[src/rtl/rcpa_pkg.sv]
// Shared types, widths and codes of the page-frame allocator.
`default_nettype none

package rcpa_pkg;

  // Default sizing of the page pool and owner mask
  localparam int unsigned NUM_PAGES_DEF  = 65536;
  localparam int unsigned OWNER_BITS_DEF = 64;

  // Fixed field widths of the command and result words
  localparam int unsigned CMD_W    = 4;
  localparam int unsigned PAGE_W   = 16;
  localparam int unsigned REF_W    = 16;
  localparam int unsigned OID_W    = 6;
  localparam int unsigned MASK_W   = 64;
  localparam int unsigned STATUS_W = 2;
  localparam int unsigned FREE_W   = 17;

  // Command codes
  typedef enum logic [CMD_W-1:0] {
    CMD_SEED     = 4'd0,
    CMD_ALLOC    = 4'd1,
    CMD_FREE     = 4'd2,
    CMD_INC_REF  = 4'd3,
    CMD_DEC_REF  = 4'd4,
    CMD_SET_REF  = 4'd5,
    CMD_SET_BIT  = 4'd6,
    CMD_CLR_BIT  = 4'd7,
    CMD_SET_MASK = 4'd8
  } cmd_e;

  // Result status codes
  typedef enum logic [STATUS_W-1:0] {
    ST_OK    = 2'd0,
    ST_EMPTY = 2'd1,
    ST_RANGE = 2'd2
  } status_e;

  // Sequencer states
  typedef enum logic [1:0] {
    S_CLEAR,
    S_IDLE,
    S_POP,
    S_RMW
  } state_e;

  // Control decisions of the table update
  typedef struct packed {
    logic    we;
    logic    push;
    logic    show;
    status_e status;
  } upd_ctl_t;

endpackage

`default_nettype wire

[src/rtl/rcpa_update.sv]
// Per-command modify step of one page-table entry.
`default_nettype none

module rcpa_update import rcpa_pkg::*; #(
  parameter int unsigned OWNER_BITS = OWNER_BITS_DEF
) (
  input  wire logic [CMD_W-1:0]      cmd_i,
  input  wire logic                  in_pool_i,
  input  wire logic                  below_first_i,
  input  wire logic                  stack_empty_i,
  input  wire logic                  stack_full_i,
  input  wire logic [REF_W-1:0]      ref_value_i,
  input  wire logic [OID_W-1:0]      owner_id_i,
  input  wire logic [OWNER_BITS-1:0] mask_i,
  input  wire logic [REF_W-1:0]      rd_ref_i,
  input  wire logic [OWNER_BITS-1:0] rd_own_i,
  output logic      [REF_W-1:0]      new_ref_o,
  output logic      [OWNER_BITS-1:0] new_own_o,
  output upd_ctl_t                   ctl_o
);

  logic release_pg;
  logic oid_ok;

  assign oid_ok = 32'(owner_id_i) < OWNER_BITS;

  // Decide the new entry and the side effects of the command
  always_comb begin
    new_ref_o       = rd_ref_i;
    new_own_o       = rd_own_i;
    release_pg      = 1'b0;
    ctl_o.we        = 1'b0;
    ctl_o.show      = in_pool_i;
    ctl_o.status    = ST_OK;
    if (cmd_i == CMD_ALLOC) begin
      if (stack_empty_i) begin
        ctl_o.status = ST_EMPTY;
        ctl_o.show   = 1'b0;
      end else begin
        new_ref_o  = REF_W'(1);
        ctl_o.we   = 1'b1;
        ctl_o.show = 1'b1;
      end
    end else if (!in_pool_i) begin
      ctl_o.status = ST_RANGE;
    end else begin
      case (cmd_i)
        CMD_SEED, CMD_FREE: begin
          if (below_first_i) begin
            ctl_o.status = ST_RANGE;
          end else if (cmd_i == CMD_SEED || rd_ref_i <= REF_W'(1)) begin
            release_pg = 1'b1;
          end else begin
            new_ref_o = rd_ref_i - REF_W'(1);
            ctl_o.we  = 1'b1;
          end
        end
        CMD_INC_REF: begin
          if (rd_ref_i != '1) begin
            new_ref_o = rd_ref_i + REF_W'(1);
          end
          ctl_o.we = 1'b1;
        end
        CMD_DEC_REF: begin
          if (rd_ref_i != '0) begin
            new_ref_o = rd_ref_i - REF_W'(1);
          end
          ctl_o.we = 1'b1;
        end
        CMD_SET_REF: begin
          new_ref_o = ref_value_i;
          ctl_o.we  = 1'b1;
        end
        CMD_SET_BIT: begin
          if (oid_ok) begin
            new_own_o = rd_own_i | (OWNER_BITS'(1) << owner_id_i);
          end
          ctl_o.we = 1'b1;
        end
        CMD_CLR_BIT: begin
          if (oid_ok) begin
            new_own_o = rd_own_i & ~(OWNER_BITS'(1) << owner_id_i);
          end
          ctl_o.we = 1'b1;
        end
        CMD_SET_MASK: begin
          new_own_o = mask_i;
          ctl_o.we  = 1'b1;
        end
        default: begin
          ctl_o.we = 1'b0;
        end
      endcase
      // Release: clear count and mask, push unless the stack is full
      if (release_pg) begin
        new_ref_o = '0;
        new_own_o = '0;
        ctl_o.we  = 1'b1;
      end
    end
    ctl_o.push = release_pg && !stack_full_i;
  end

endmodule

`default_nettype wire

[config.mk]
export PLATFORM = sky130hd
export DESIGN_NAME = rcpa_update
export DESIGN_NICKNAME = d
export VERILOG_FILES = /design/src/rtl/rcpa_pkg.sv /design/src/rtl/rcpa_update.sv
export SDC_FILE = /design/constraint.sdc
export NUM_CORES = 1
export LEC_CHECK = 0
export ABC_AREA = 1
export ABC_CLOCK_PERIOD_IN_PS = 3700
export BUFFER_PORTS_ARGS = -buffer_cell sky130_fd_sc_hd__buf_2
export CAP_MARGIN = 20
export CORE_MARGIN = 8
export CORE_UTILIZATION = 52
export DETAILED_ROUTE_END_ITERATION = 8
export PLACE_DENSITY_LB_ADDON = 0.25
export SYNTH_ARGS = -nofsm -noshare
export SYNTH_HDL_FRONTEND = slang
export SYNTH_SLANG_ARGS = --single-unit
[constraint.sdc]
create_clock -name vclk -period 3.7
set_clock_uncertainty 0.15 [all_clocks]
set_input_delay 0.74 -clock vclk [all_inputs]
set_output_delay 0.74 -clock vclk [all_outputs]
set_load 0.03 [all_outputs]
# Word level (Yosys, flattened, before mapping)
# Index checks and enable logic that the tools add are counted.
word_totals:
  regBits: 0
  input_bits: 174
  out_inout_bits: 85
op_classes:
  addsub: 2
  n_lt_le_gt_ge: 1
  n_eq_ne: 9
  n_shift: 1
  mux: 33
  bitwise: 3
  n_reduce_logical: 7
op_table:
  columns: ["operator", "n"]
  rows:
  - ["$mux W64", 3]
  - ["$pmux W64 S3", 1]
  - ["$mux W16", 8]
  - ["$and A64 B64 Y64", 1]
  - ["$not A64 Y64", 1]
  - ["$or A64 B64 Y64", 1]
  - ["$pmux W16 S4", 1]
  - ["$shl A1 B6 Y64 const A", 1]
  - ["$add A16 B1 Y16 const B", 1]
  - ["$eq A4 B3 Y1 const B", 4]
  - ["$le A16 B1 Y1 const B", 1]
  - ["$ne A16 B16 Y1 const B", 1]
  - ["$reduce_bool A16 Y1", 1]
  - ["$sub A16 B1 Y16 const B", 1]
  - ["$mux W1", 15]
  - ["$eq A4 B2 Y1 const B", 2]
  - ["$mux W2", 4]
  - ["$reduce_or A6 Y1", 1]
  - ["$eq A4 B1 Y1 const B", 1]
  - ["$eq A4 B4 Y1 const B", 1]
  - ["$logic_not A4 Y1", 1]
  - ["$pmux W1 S2", 1]
  - ["$reduce_or A2 Y1", 1]
  - ["$logic_and A1 B1 Y1", 1]
  - ["other kinds (2)", 2]

# Logic depth before layout (Yosys ltp)
logic_depth:
  depth_word: 10
  depth_mapped: 17
  mapped_depth_nobuf: 15

# Least setup slack after synthesis
# No wires, ideal clock.
synth_path:
  path_type: "input to output"
  start: "in rd_ref_i[0]"
  end: "out new_own_o[0]"
  t_arrival_ns: 2.481
  slack_ns: 0.329
  cell_stages: 11
  n_path_buf: 0
  cell_sequence: "inv_1 > ha_1 > o21ai_1 > nor2_2 > nand2_4 > nand2_2 > nand3_2 > nand2_2 > inv_2 > nand2_8 > o21ai_0"
synth_between:
  elab_chain_len: 10
synth_rtl:
  columns: ["item", "line_no", "rtl"]
  rows:
  - ["start, declared", "rcpa_update.sv:15", "input wire logic [REF_W-1:0] rd_ref_i,"]
  - ["$le A16 B1 Y1", "rcpa_update.sv:51", "end else if (cmd_i == CMD_SEED || rd_ref_i <= REF_W'(1)) begin"]
  - ["$logic_or A1 B1 Y1", "rcpa_update.sv:51", null]
  - ["$mux W1", "rcpa_update.sv:51", null]
  - ["$mux W1", "rcpa_update.sv:49", "if (below_first_i) begin"]
  - ["$mux W1", "rcpa_update.sv:47", "case (cmd_i)"]
  - ["$mux W1", "rcpa_update.sv:44", "end else if (!in_pool_i) begin"]
  - ["$mux W1", "rcpa_update.sv:35", "if (cmd_i == CMD_ALLOC) begin"]
  - ["$mux W64", "rcpa_update.sv:95", "if (release_pg) begin"]
  - ["$mux W64", "rcpa_update.sv:44", null]
  - ["$mux W64", "rcpa_update.sv:35", null]
  - ["end, declared", "rcpa_update.sv:18", "output logic [OWNER_BITS-1:0] new_own_o,"]
# Every way passes these cells. The select of a mux whose other input is x is not followed.

# Final worst setup path
layout_path:
  start: "in rd_ref_i[1]"
  end: "out new_own_o[20]"
# Same word-level chain as after synthesis.

==> impl_metrics.env <==
export IMPL_status="completed"
export IMPL_via_per_inst=6.16
export IMPL_io_pins=259
export IMPL_hold_viol=0
export IMPL_core_area_um2=9150
export IMPL_dr_pass1_iters=9
export IMPL_mappedNetlistNets=1158
export IMPL_holdWs_ps=1690
export IMPL_cp_depth=13
export IMPL_synth_area_um2=4850
export IMPL_worst_pin_slew_ps=548
export IMPL_ir_worst_vdd_mv=0.0824
export IMPL_tns_ps=0
export IMPL_final_nets=1388
export IMPL_yosysTopAreaCell="nand2_1"
export IMPL_synthCells=980
export IMPL_post_route_drc_count=0
export IMPL_nClkBuffers=0
export IMPL_drt_iter0_markers=1266
export IMPL_arrival_ps=2690
export IMPL_cpMaxStageDelayCell="ha_1"
export IMPL_power_per_cell_area_nw_per_um2=136
export IMPL_first_global_vias=7287
export IMPL_worst_setup_path_end_kind="primary output"
export IMPL_ctsHoldBuffers=0
export IMPL_detailed_place_hpwl_um=19000
export IMPL_syn_to_final_growth_pct=29.2
export IMPL_die_y_um=113
export IMPL_final_common_cell="buf_2"
export IMPL_regArea_um2=0
export IMPL_wl_per_cell_um=18.3
export IMPL_grt_pass1_wl_um=37400
export IMPL_yosysSeqAreaShare_pct=0
export IMPL_layout_drive_gt1_share_pct=28.9
export IMPL_dp_cells=1318
export IMPL_worst_path_buf_inv=4
export IMPL_max_freq_mhz=279
export IMPL_ant_nets=0
export IMPL_crit_path_start_kind="primary input"
export IMPL_final_setup_viol_count=0
export IMPL_die_area_um2=12700
export IMPL_rsz0062_at_grt="false"
export IMPL_yosysWarnings=0
export IMPL_worstPathMaxFanout=32
export IMPL_report_final_slew_viol_count=0
export IMPL_leakagePower_uw=0.00311
export IMPL_cp_cell_sequence="buf_2 > inv_1 > ha_1 > o21ai_1 > nor2_2 > nand2_4 > nand2_2 > nand3_2 > nand2_2 > inv_4 > nand2_8 > o21ai_1 > buf_2"
export IMPL_critical_path_top_delay_family="buffers and inverters"
export IMPL_required_ps=2810
export IMPL_ys_top_cells_by_area="nand2_1, o21ai_0, a21oi_1"
export IMPL_synth_cell_type_count=39
export IMPL_final_cell_mix="buf_2, nand2_1, o21ai_0, a21oi_1, nor2_1"
export IMPL_fin_crit_sh_pct=96.9
export IMPL_port_buffers=259
export IMPL_rows=35
export IMPL_die_x_um=113
export IMPL_via_count=8145
export IMPL_relSlewSlack_pct=63.3
export IMPL_antenna_found_initial=4
export IMPL_globalplace_congestion=1.07
export IMPL_initial_core_util_pct=53.0
export IMPL_grt_overflow_total=0
export IMPL_grt_max_degree=65
export IMPL_max_stage_delay_ps=230
export IMPL_maxCapViolCount=0
export IMPL_crit_start="rd_ref_i[1]"
export IMPL_crit_end="new_own_o[20]"
export IMPL_seq_cell_count=0
export IMPL_yosysTopAreaCellShare_pct=18.3
export IMPL_hold_path_class="primary input to primary output"
export IMPL_stdcell_count=1322
export IMPL_fin_crit_ps=3580
export IMPL_crit_type="primary input to primary output"
export IMPL_track_usage_pct=35.0
export IMPL_synth_area_per_cell_um2=4.95
export IMPL_routed_wl_um=24200
export IMPL_n_fill_cell=970
## area by class of cell
class,instances,area [um^2],share of cell area (%)
well taps,111,139,2.22
multi-input cells,821,4160,66.3
diodes,3,7.51,0.120
repair buffers,294,1610,25.7
inverters,93,354,5.65
## power breakdown
group,internal [uW],switching [uW]
sequential,0,0
combinational,274,579
clock,0.000109,0
## tightest hold or removal path, cell delays in order
cell and delay [ps]:
buf_2 100, nor3_1 80, buf_2 180
## per-layer routing
layer,global-route usage [%],wire length (um)
met1,42.7,9160
met2,59.9,11200
met3,6.49,2780
met4,11.9,1040
met5,0,13
## through the flow
stage	setup slack (ps)	utilization (%)	area, um^2	power (uW)
after floorplan	329	-	4850	538
after global placement	96.4	68.1	6230	820
after global routing	31.8	68.5	6270	915
after CTS	19.8	68.1	6230	831
final	116	68.5	6270	853
after detailed placement	30.5	68.1	6230	829
## synthesized netlist by cell type, types with 6 or more instances
master and count:
o22ai_1 38, o21bai_1 6, nand4_1 33, nor2_2 10, a21oi_1 89, nand2_1 237
nand2_2 12, nor2_1 89, a211oi_1 11, buf_2 20, nor2_4 6, inv_2 10
o21ai_0 91, clkbuf_1 31, nor3_1 18, inv_1 80, nand3_1 80, buf_4 6
a22o_1 27, buf_6 9, o21ai_1 43
## how the worst min path moves through the flow
stage | start | cells past startpoint | slack [ps] | end
global route | stack_full_i | 3 | 1690 | ctl_o[3]
floorplan | stack_full_i | 1 | 1450 | ctl_o[3]
detailed placement | stack_full_i | 3 | 1670 | ctl_o[3]
finish | stack_full_i | 3 | 1690 | ctl_o[3]
global placement | rd_own_i[33] | 4 | 1700 | new_own_o[33]
CTS | stack_full_i | 3 | 1670 | ctl_o[3]
## cells by family (layout without fill, tap and decap cells)
| logic type | Yosys count | in the layout | share of synthesized area, % |
|---|---|---|---|
| buffers and inverters | 160 | 387 | 14.8 |
| XOR/XNOR | 3 | 3 | 0.542 |
| adder cells (fa/ha/maj) | 4 | 4 | 1.03 |
| other | 0 | 3 | 0 |
| AO/OA/AOI/OAI | 315 | 315 | 37.0 |
| AND/OR/NAND/NOR | 498 | 499 | 46.6 |
## timing repair
item,CTS,global route
setup endpoints to repair,0,41
endpoints found under the hold margin,0,0
gates resized for setup,0,4
setup buffers,0,0
Power figures use the tool's default switching activity.
