### config.mk
export PLATFORM = sky130hd
export DESIGN_NAME = rcpa_ram
export DESIGN_NICKNAME = d
export VERILOG_FILES = /design/src/rtl/rcpa_ram.sv
export SDC_FILE = /design/constraint.sdc
export NUM_CORES = 1
export LEC_CHECK = 0
export CORE_ASPECT_RATIO = 1.5
export CORE_UTILIZATION = 52
export DETAILED_ROUTE_END_ITERATION = 7
export DONT_BUFFER_PORTS = 1
export PLACE_DENSITY = 0.79
export SLEW_MARGIN = 30
export SYNTH_ARGS = -nofsm -noshare
export SYNTH_HDL_FRONTEND = slang
export SYNTH_SLANG_ARGS = --single-unit
export TNS_END_PERCENT = 30
### constraint.sdc
create_clock -name clk_i -period 2.3 [get_ports clk_i]
set_clock_uncertainty 0.1 [all_clocks]
set_input_delay 0.46 -clock clk_i [delete_from_list [all_inputs] [get_ports clk_i]]
set_output_delay 0.46 -clock clk_i [all_outputs]
set_load 0.02 [all_outputs]
### src/rtl/rcpa_ram.sv
// Single-write, single-read synchronous RAM with registered read data.
`default_nettype none

module rcpa_ram #(
  parameter int unsigned DEPTH = 16,
  parameter int unsigned WIDTH = 8,
  parameter int unsigned AW    = $clog2(DEPTH)
) (
  input  wire logic             clk_i,
  input  wire logic             we_i,
  input  wire logic [AW-1:0]    waddr_i,
  input  wire logic [WIDTH-1:0] wdata_i,
  input  wire logic             re_i,
  input  wire logic [AW-1:0]    raddr_i,
  output logic      [WIDTH-1:0] rdata_o
);

  logic [WIDTH-1:0] mem_q [DEPTH];

  // Write port
  always_ff @(posedge clk_i) begin
    if (we_i) begin
      mem_q[waddr_i] <= wdata_i;
    end
  end

  // Read port, data held until the next read
  always_ff @(posedge clk_i) begin
    if (re_i) begin
      rdata_o <= mem_q[raddr_i];
    end
  end

endmodule

`default_nettype wire

* Yosys cells after proc, flatten, opt, wreduce, memory -nomap -nowiden
Memory sizes are Yosys's and may differ from the RTL's. A register that Yosys moved wholly into a read port is not among the register bits.
Cells that the tools add are included.
** Cells by class
- Add/subtract/negate cells :: 0
- $mul :: 0
- Div/mod/pow operators :: 0
- Magnitude comparators :: 0
- Equality and inequality tests :: 0
- Shift-type cells :: 0
- Multiplexer cells :: 2
- Bitwise gates (word level) :: 0
- Reductions and logical operators :: 0
** Operators by type and width (number)
- 2-to-1 mux 1 bit :: 2
** Word-level totals
- Register bits after elaboration :: 0
- Bits in latches :: 0
- Memory bits (writable) :: 128
- Bits in read-only memories :: 0
- Input port bits :: 19
- Output and inout port bits :: 8
- Memories kept :: 1
** Memories
- mem_q :: depth 16, bits a word 8, read ports 1, clocked after Yosys merged registers in 1, wr ports 1, line 18 : logic [WIDTH-1:0] mem_q [DEPTH];

* Logic depth before layout (Yosys ltp)
Gate-level depths: netlist (run 1).
- Depth in word-level cells :: 2
- Depth in mapped cells :: 5
- Gate-level depth less buffers :: 3

* Worst setup path after synthesis (run 1)
Ideal clock, no wire load.
- Path type :: input to register
- Start :: input waddr_i[2]
- End :: memory mem_q[0][0], enable pin
- Setup time :: 0.383 ns
- Arrival :: 1.570 ns
- Path slack :: 0.247 ns
- Cell stages on the path :: 2
- Buffers on the path :: 0
- Cells stage by stage :: or3b_2 -> nor3_1
** RTL lines
- start, declared :: line 11 : input wire logic [AW-1:0] waddr_i,
- end, declared :: line 18
No word-level cell before the write port.

==> results.tsv, run 1 <==
metric	value	unit
total number of vias	2415	
worst IR drop on VDD	713	uV
area share of the largest cell type after synthesis	78.1	%
RSZ-0062 raised after global routing	no	
layout cells sized above 1	22.8	%
CTS Buffer Depth	2	
Final period util	70.3	%
final number of setup-violating endpoints	0	
Hold/Removal Path Class	in2reg	
Pre-antenna DRT Iters	6	
Final Hold Vio Count	0	
most common cell after layout, fill and taps aside	edfxtp_1	
CP Data Arrival Time	1.68	ns
RD Place Congestion	0.748	
Worst path slowest cell	mux4_1	
Worst setup SP type	register	
first-pass GRT wire length	15.5	mm
Fin Setup TNS	0	ns
Antenna Cells	0	
CTS buffer count	17	
worst skew pair latency	0.41	ns
DRT iter0 DRCs	276	
Place WS	0.540	ns
Rel. slew slack	50.3	%
Starting Density	53.6	%
Total GRT Usage	21.5	%
vias per cell	6.32	
flops & latches, synth	136	
largest net degree at the start of global routing	33	
crit-path max cell delay	0.57	ns
Synthesized Nets	248	
synth-to-layout area growth	13.8	%
Seq/Total Area, Yosys	78.1	%
number of setup buffers added after CTS	0	
Final Non-Filler Cells	382	
Synth Area per Inst	22.8	sq um
Final Max Slew Viols	0	
cell taking the most area after synthesis	edfxtp_1	
Worst Setup Path Type	reg2reg	
cts repair resizes	0	
die area	10500	sq um
worst-path cell chain	mux4_1 > a22oi_1 > nand2_1	
Sink Count	136	
Die H	125	um
htree depth	4	
Synth cell types	18	
I/O Pins	27	
clk slew on worst S/H paths	0.06	ns
Ys Warns	0	
Die W	83.9	um
maximum net fanout on the critical path	1	
most frequent cells in the layout	edfxtp_1 (136), mux4_2 (18), clkbuf_16 (17), a22oi_1 (16), buf_4 (16)	
synth top area cells	edfxtp_1 (78%), mux4_2 (7.8%), mux4_1 (7.0%)	
Nets	273	
cell count after synthesis	229	
worst endpoint required time	2.37	ns
# port buffers	0	
filler instances	645	
core area	9740	sq um
# rows	44	
failing checks	design-rule violations	
Post-DP HPWL	6.34	mm
placed cells	350	
Antenna Nets Post-Route	0	
count of hold-fix buffers inserted at cts	0	
LEAKAGE	0.00196	uW
drt wl/cell	26.6	um
antenna violations before repair	0	
min Tclk post-route	1.62	ns
Netlist Area Pre-Place	5230	sq um
f_max	0.619	GHz
final hold slack	0.0380	ns
outcome	complete, but fails checks	
Max Cap Viol	0	
TritonCTS clock tree	built	
Post-route DRC	5	
GRT overflow	0	
worst slew pin tran	0.742	ns
PwrDens	920	nW/um^2
crit end category	register	
post-layout util	61.1	%
CTS root buffer	clkbuf_16	
final setup margin	0.684	ns
vias in the first global route	2624	
Routed WL	10.2	mm
-- stage by stage --
stage | power [uW] | instance area [sq um]
finish | 5470 | 5950
floorplan | 3010 | 5230
CTS | 5510 | 5950
global route | 5600 | 5950
global placement | 3020 | 5410
detailed placement | 3030 | 5410
-- state kept, by name, indices dropped and copies added (netlist names) --
register and cells:
rdata_o 8, mem_q 128
-- logic make-up after synthesis --
group / Yosys count / synth area share, %
flops: 136 / 78.1
simple gates: 35 / 3.14
compound gates: 16 / 2.30
mux: 32 / 14.8
buf+inv: 10 / 1.65
-- synthesized netlist by cell type (all sizes together) --
library cell,count
nand3,1
nand2b,2
clkdlybuf4s25,3
nand3b,2
nand2,9
mux4,32
a22oi,16
nor3,4
and2,1
buf,7
and2b,1
nor2b,1
or3b,1
nor2,13
edfxtp,136
-- area by class of cell --
| class | count | area (sq um) | share of cell area (%) |
|---|---|---|---|
| tap | 115 | 144 | 2.42 |
| clock inverter | 12 | 109 | 1.83 |
| clock buffer | 20 | 437 | 7.34 |
| multi-input combinational | 83 | 1060 | 17.8 |
| timing repair buffer | 16 | 120 | 2.02 |
| sequential | 136 | 4080 | 68.6 |
-- metal layers --
metal / vias to the layer above / GRT usage [%] / part of all wire, %
met5: - / 0 / 0
met4: 0 / 12.2 / 2.5
met3: 15 / 6.63 / 8.2
met2: 128 / 35.0 / 54
met1: 1246 / 25.3 / 36
li1: 1026 / - / -
-- critical path, delay by kind of cell (launching register included) --
| kind | cells | cell delay, ns |
|---|---|---|
| and+or+nand+nor | 1 | 0.07 |
| muxes | 1 | 0.57 |
| AOI/OAI and AO/OA | 1 | 0.21 |
| DFF | 1 | 0.42 |
-- path summary, 6_finish.rpt --
kind                                endpoint  cells past startpoint          from  slack [ns]
worst max-delay path              rdata_o[1]                      3   mem_q[0][1]        0.68
worst min-delay path            mem_q[10][3]                      0    wdata_i[3]        0.04
worst max register to register    rdata_o[1]                      3   mem_q[0][1]        0.68
worst min register to register    rdata_o[3]                      3  mem_q[14][3]        0.64
-- power by group --
group	leakage [uW]	switching [uW]	internal (uW)
Combinational	0.000456	68.5	83.3
Clock	0.000270	924	1570
Sequential	0.00124	32.4	2800
No activity file was read; power rests on OpenSTA's default activity.
==> run 2: changes to the inputs <==
ABC_AREA = 1   (was default)
PLACE_DENSITY = 0.82   (was 0.79)
clock period = 1.46 ns   (was 2.3 ns; I/O delays follow)
==> results.tsv, run 2 <==
metric	value	unit	change
# port buffers	0		unchanged
Nets	597		+120%
Total GRT Usage	25.0	%	+3.6 points
most frequent cells in the layout	nand2_1 (173), edfxtp_1 (136), inv_1 (100), nand3_1 (97), buf_4 (20)		
Final Hold Vio Count	0		unchanged
CTS buffer count	17		unchanged
worst IR drop on VDD	921	uV	+29%
most common cell after layout, fill and taps aside	nand2_1		
antenna violations before repair	0		unchanged
PwrDens	1390	nW/um^2	+52%
Starting Density	53.2	%	-0.48 points
f_max	0.762	GHz	
synth-to-layout area growth	16.0	%	
top flop regs	mem_q: 128 flops, rdata_o: 8 flops		
core area	11000	sq um	+13%
placed inst area	6050	sq um	+12%
Antenna Nets Post-Route	0		unchanged
total number of vias	3915		+62%
synth top area cells	edfxtp_1 (70%), nand2_1 (11%), nand3_1 (8.3%)		
placed cells	696		+99%
layout cells sized above 1	9.15	%	-14 points
drt wl/cell	18.2	um	-32%
filler instances	815		+26%
flops & latches, synth	136		unchanged
area share of the largest cell type after synthesis	69.8	%	-8.3 points
outcome	finished, final reports clean		
R2R depth	6		+3
Rel. slew slack	51.8	%	+1.5 points
htree depth	4		unchanged
Antenna Cells	0		unchanged
Routed WL	13.4	mm	+32%
CTS root buffer	clkbuf_16		
max reg flops	128		unchanged
die area	11700	sq um	+12%
Max Cap Viol	0		unchanged
Final period util	89.9	%	
Synth cell types	11		-7
min Tclk post-route	1.31	ns	
CP Data Arrival Time	0.92	ns	-0.76 ns
Min-Delay Endpoint	rdata_o[2]		
Sink Count	136		unchanged
worst slew pin tran	0.720	ns	-0.0216 ns
ys flop type	edfxtp_1		
WHS Path Cells	2		+2
Final Max Slew Viols	0		unchanged
Reg2Reg Setup Slack	0.22	ns	-0.46 ns
crit end category	output port		
final number of setup-violating endpoints	0		unchanged
vias per cell	5.31		-16%
HP Start	raddr_i[3]		
Synthesized Nets	570		+130%
worst endpoint required time	1.07	ns	-1.30 ns
reg2reg start	mem_q[7][1]		
Die H	132	um	+5.7%
number of setup buffers added after CTS	0		unchanged
GRT overflow	0		unchanged
vias in the first global route	4036		+54%
most numerous cell in the Yosys netlist	nand2_1		
cell count after synthesis	551		+140%
DRT iter0 DRCs	468		+70%
Post-route DRC	0		-5
Final Non-Filler Cells	737		+93%
FFs w/ async S/R, synth	0	%	unchanged
maximum net fanout on the critical path	1		unchanged
Ys Warns	0		unchanged
I/O Pins	27		unchanged
clk slew on worst S/H paths	0.06	ns	about the same
Netlist Area Pre-Place	5850	sq um	+12%
worst skew pair latency	0.42	ns	about the same
largest net degree at the start of global routing	66		+100%
first-pass GRT wire length	21.0	mm	+36%
RD Place Congestion	0.888		+19%
CTS Buffer Depth	2		unchanged
Die W	88.6	um	+5.6%
Pre-antenna DRT Iters	5		-1
Fin Setup TNS	0	ns	unchanged
cell taking the most area after synthesis	edfxtp_1		
Synth Area per Inst	10.6	sq um	-54%
Worst setup SP type	register		
number of synthesized flops with an enable pin	136		unchanged
reg2reg end	rdata_o[1]		
cell area after layout	6790	sq um	+14%
Seq/Total Area, Yosys	69.8	%	-8.3 points
commonest cells in the netlist	nand2_1 (173), edfxtp_1 (136), inv_1 (100)		
Post-DP HPWL	8.41	mm	+33%
Hold/Removal Path Class	in2reg		
# rows	47		+6.8%
TritonCTS clock tree	built		
Reg with most FFs	mem_q		
Worst Setup Path Type	reg2out		
RSZ-0062 raised after global routing	no		
LEAKAGE	0.00290	uW	+48%
[run 2: cell count changes after synthesis, moves of 10 or more]
cell     previous run  this run
a22oi_1            16         0
buf_2               3        13
inv_1               0       100
mux4_1             14         0
mux4_2             18         0
nand2_1             9       173
nand3_1             1        97
[run 2: final cells by class]
cell class / count / area, sq um / share of cell area [%]
clock inverter: 14 / 205 / 3.02
timing repair buffer: 32 / 290 / 4.28
sequential: 136 / 4080 / 60.2
tap: 147 / 184 / 2.71
inverter: 102 / 383 / 5.64
multi-input combinational: 289 / 1210 / 17.9
clock buffer: 17 / 425 / 6.27
[run 2: how the worst max path moves through the flow]
stage | from | end | slack, ns | cells past startpoint
6_report | rdata_o[3] | rdata_o[3] | 0.15 | 0
3_5_place_dp | raddr_i[0] | rdata_o[1] | 0.008 | 7
4_1_cts | rdata_o[3] | rdata_o[3] | 0.13 | 0
5_1_grt | mem_q[6][1] | rdata_o[1] | 0.12 | 6
3_3_place_gp | raddr_i[0] | rdata_o[1] | 0.05 | 7
2_1_floorplan | waddr_i[2] | mem_q[10][0] | 0.12 | 2
[run 2: metal layers]
layer | GRT usage, % | up-vias | routed length [um] | share of wire, %
li1 | - | 1830 | - | -
met1 | 30.6 | 1873 | 5130 | 38
met2 | 40.0 | 172 | 6820 | 51
met3 | 6.51 | 40 | 916 | 6.8
met4 | 13.8 | 0 | 512 | 3.8
met5 | 0 | - | 0 | 0
[run 2: cell families after synthesis]
group         Yosys count  share of synthesized area, %
simple gates          289                          20.8
flops                 136                          69.8
buf+inv               126                          9.39
[run 2: what timing repair did]
item,in CTS,in global routing
gates resized for setup,0,0
hold endpoints to repair,138,0
setup endpoints to repair,0,0
hold buffers,10,0
[run 2: stage by stage]
stage / utilization [%] / power [uW] / setup WS (ns) / hold WS (ns)
2_1_floorplan: - / 4830 / 0.117 / 0.291
5_1_grt: 61.7 / 9670 / 0.116 / 0.0305
3_3_place_gp: 55.1 / 4880 / 0.0452 / 0.292
3_5_place_dp: 55.1 / 4890 / 0.00785 / 0.292
4_1_cts: 61.7 / 9490 / 0.128 / 0.00209
6_report: 61.7 / 9460 / 0.148 / 0.0111
[run 2: power breakdown]
group / total (uW) / internal [uW] / switching, uW
combinational: 446 / 148 / 297
clock: 4560 / 3000 / 1560
sequential: 4460 / 4400 / 53.2
total: 9460 / 7550 / 1910
==> run 3: changes to the inputs <==
CORE_MARGIN = 5   (was default)
PLACE_DENSITY = 0.79   (was 0.82)
clock period = 1.35 ns   (was 1.46 ns; I/O delays follow)
==> results.tsv, run 3 (same netlist as run 2, synthesis figures left out) <==
metric	value	unit	change
Post-DP HPWL	8.15	mm	-3.1%
reg2reg start	mem_q[7][0]		
synth-to-layout area growth	15.8	%	
min Tclk post-route	1.29	ns	
Clock power frac	47.6	%	-0.6 points
Total GRT Usage	21.0	%	-4.0 points
Place WS	-0.0699	ns	-0.0777 ns
WHS Path Cells	2		unchanged
outcome	finished, final reports clean		
CP Data Arrival Time	0.92	ns	about the same
clk slew on worst S/H paths	0.05	ns	about the same
core area	11100	sq um	+0.53%
Hold/Removal Path Class	in2reg		
Reg2Reg Setup Slack	0.07	ns	-0.15 ns
vias per cell	5.41		+1.8%
Pre-antenna DRT Iters	5		unchanged
final number of setup-violating endpoints	0		unchanged
TritonCTS clock tree	built		
top flop regs	mem_q: 128 flops, rdata_o: 8 flops		
PwrDens	1500	nW/um^2	+7.3%
most common cell after layout, fill and taps aside	nand2_1		
Reg with most FFs	mem_q		
Final period util	95.5	%	
f_max	0.776	GHz	
RSZ-0062 raised after global routing	no		
# rows	47		unchanged
filler instances	837		+2.7%
worst IR drop on VDD	1010	uV	+9.7%
GRT overflow	0		unchanged
# port buffers	0		unchanged
RD Place Congestion	0.884		-0.37%
worst skew pair latency	0.41	ns	about the same
reg2reg end	rdata_o[0]		
Die W	96.6	um	+9.0%
Antenna Nets Post-Route	0		unchanged
HP Start	raddr_i[3]		
Fin Setup TNS	0	ns	unchanged
vias in the first global route	3902		-3.3%
CTS buffer count	17		unchanged
total internal power	8160	uW	+8.1%
htree depth	4		unchanged
LEAKAGE	0.00290	uW	about the same
Starting Density	52.9	%	-0.28 points
Switching Fraction	19.5	%	-0.73 points
DRT iter0 DRCs	417		-11%
cts repair resizes	0		unchanged
max reg flops	128		unchanged
cell area after layout	6770	sq um	-0.20%
Routed WL	13.1	mm	-2.4%
Min-Delay Endpoint	rdata_o[6]		
worst slew pin tran	0.723	ns	+0.00232 ns
Antenna Cells	0		unchanged
Nets	597		unchanged
total number of vias	3992		+2.0%
Sink Count	136		unchanged
Max Cap Viol	0		unchanged
R2R depth	6		unchanged
Rel. slew slack	51.7	%	-0.16 points
most frequent cells in the layout	nand2_1 (173), edfxtp_1 (136), inv_1 (100), nand3_1 (97), buf_4 (20)		
I/O Pins	27		unchanged
maximum net fanout on the critical path	1		unchanged
largest net degree at the start of global routing	66		unchanged
first-pass GRT wire length	20.4	mm	-2.9%
Psw	1970	uW	+3.2%
CTS Buffer Depth	2		unchanged
die area	13500	sq um	+16%
Worst setup SP type	register		
Worst Setup Path Type	reg2out		
count of hold-fix buffers inserted at cts	10		unchanged
crit end category	output port		
Post-route DRC	0		unchanged
Comb pwr share	4.8	%	about the same
final hold slack	0.0247	ns	+0.0136 ns
drt wl/cell	17.7	um	-2.5%
placed inst area	6050	sq um	unchanged
Die H	140	um	+6.1%
final setup margin	0.0613	ns	-0.0868 ns
CTS root buffer	clkbuf_16		
Final Hold Vio Count	0		unchanged
number of setup buffers added after CTS	0		unchanged
antenna violations before repair	0		unchanged
worst endpoint required time	0.98	ns	-0.09 ns
layout cells sized above 1	8.29	%	-0.86 points
Final Max Slew Viols	0		unchanged
post-layout util	61.2	%	-0.45 points
sequential share of power	47.6	%	+0.5 points
==> run 3: cell types whose count changed in the layout (fill, tap and decap cells not counted) <==
cell        change
clkinv_1        +3
clkbuf_1        +3
clkinvlp_4      -3
clkinv_2        -1
inv_6           -1
==> run 3: cell type report <==
type	instances	area (sq um)	share of cell area [%]
tap	147	184	2.72
clock buffer	20	437	6.45
sequential	136	4080	60.3
timing repair buffer	32	290	4.29
clock inverter	12	180	2.66
multi-input combinational	289	1210	17.9
inverter	102	383	5.65
==> run 3: power groups by stage <==
stage	Combinational [uW]	Sequential (uW)	Clock [uW]
after floorplan	333	4890	0
final	488	4820	4830
after global placement	369	4900	0
after detailed placement	383	4910	0
after CTS	486	4820	4870
after global routing	539	4820	5080
==> run 3: stage by stage <==
stage	power [uW]	instances
5_1_grt	10400	738
4_1_cts	10200	738
3_5_place_dp	5290	696
2_1_floorplan	5230	551
3_3_place_gp	5270	696
6_report	10100	738
==> run 3: worst max path at each step <==
stage                  endpoint        start  cells after the start  slack [ns]
floorplan           mem_q[4][0]   waddr_i[3]                      2        0.03
global placement     rdata_o[7]   raddr_i[1]                      5       -0.04
detailed placement   rdata_o[7]   raddr_i[1]                      5       -0.07
CTS                  rdata_o[4]   rdata_o[4]                      0        0.05
global route         rdata_o[0]  mem_q[7][0]                      6        0.03
finish               rdata_o[4]   rdata_o[4]                      0        0.06
==> run 3: metal layers <==
layer  track usage [%]  part of all wire (%)
met1              25.1                    37
met2              33.0                    50
met3              6.21                   8.0
met4              12.6                   5.2
met5                 0                     0
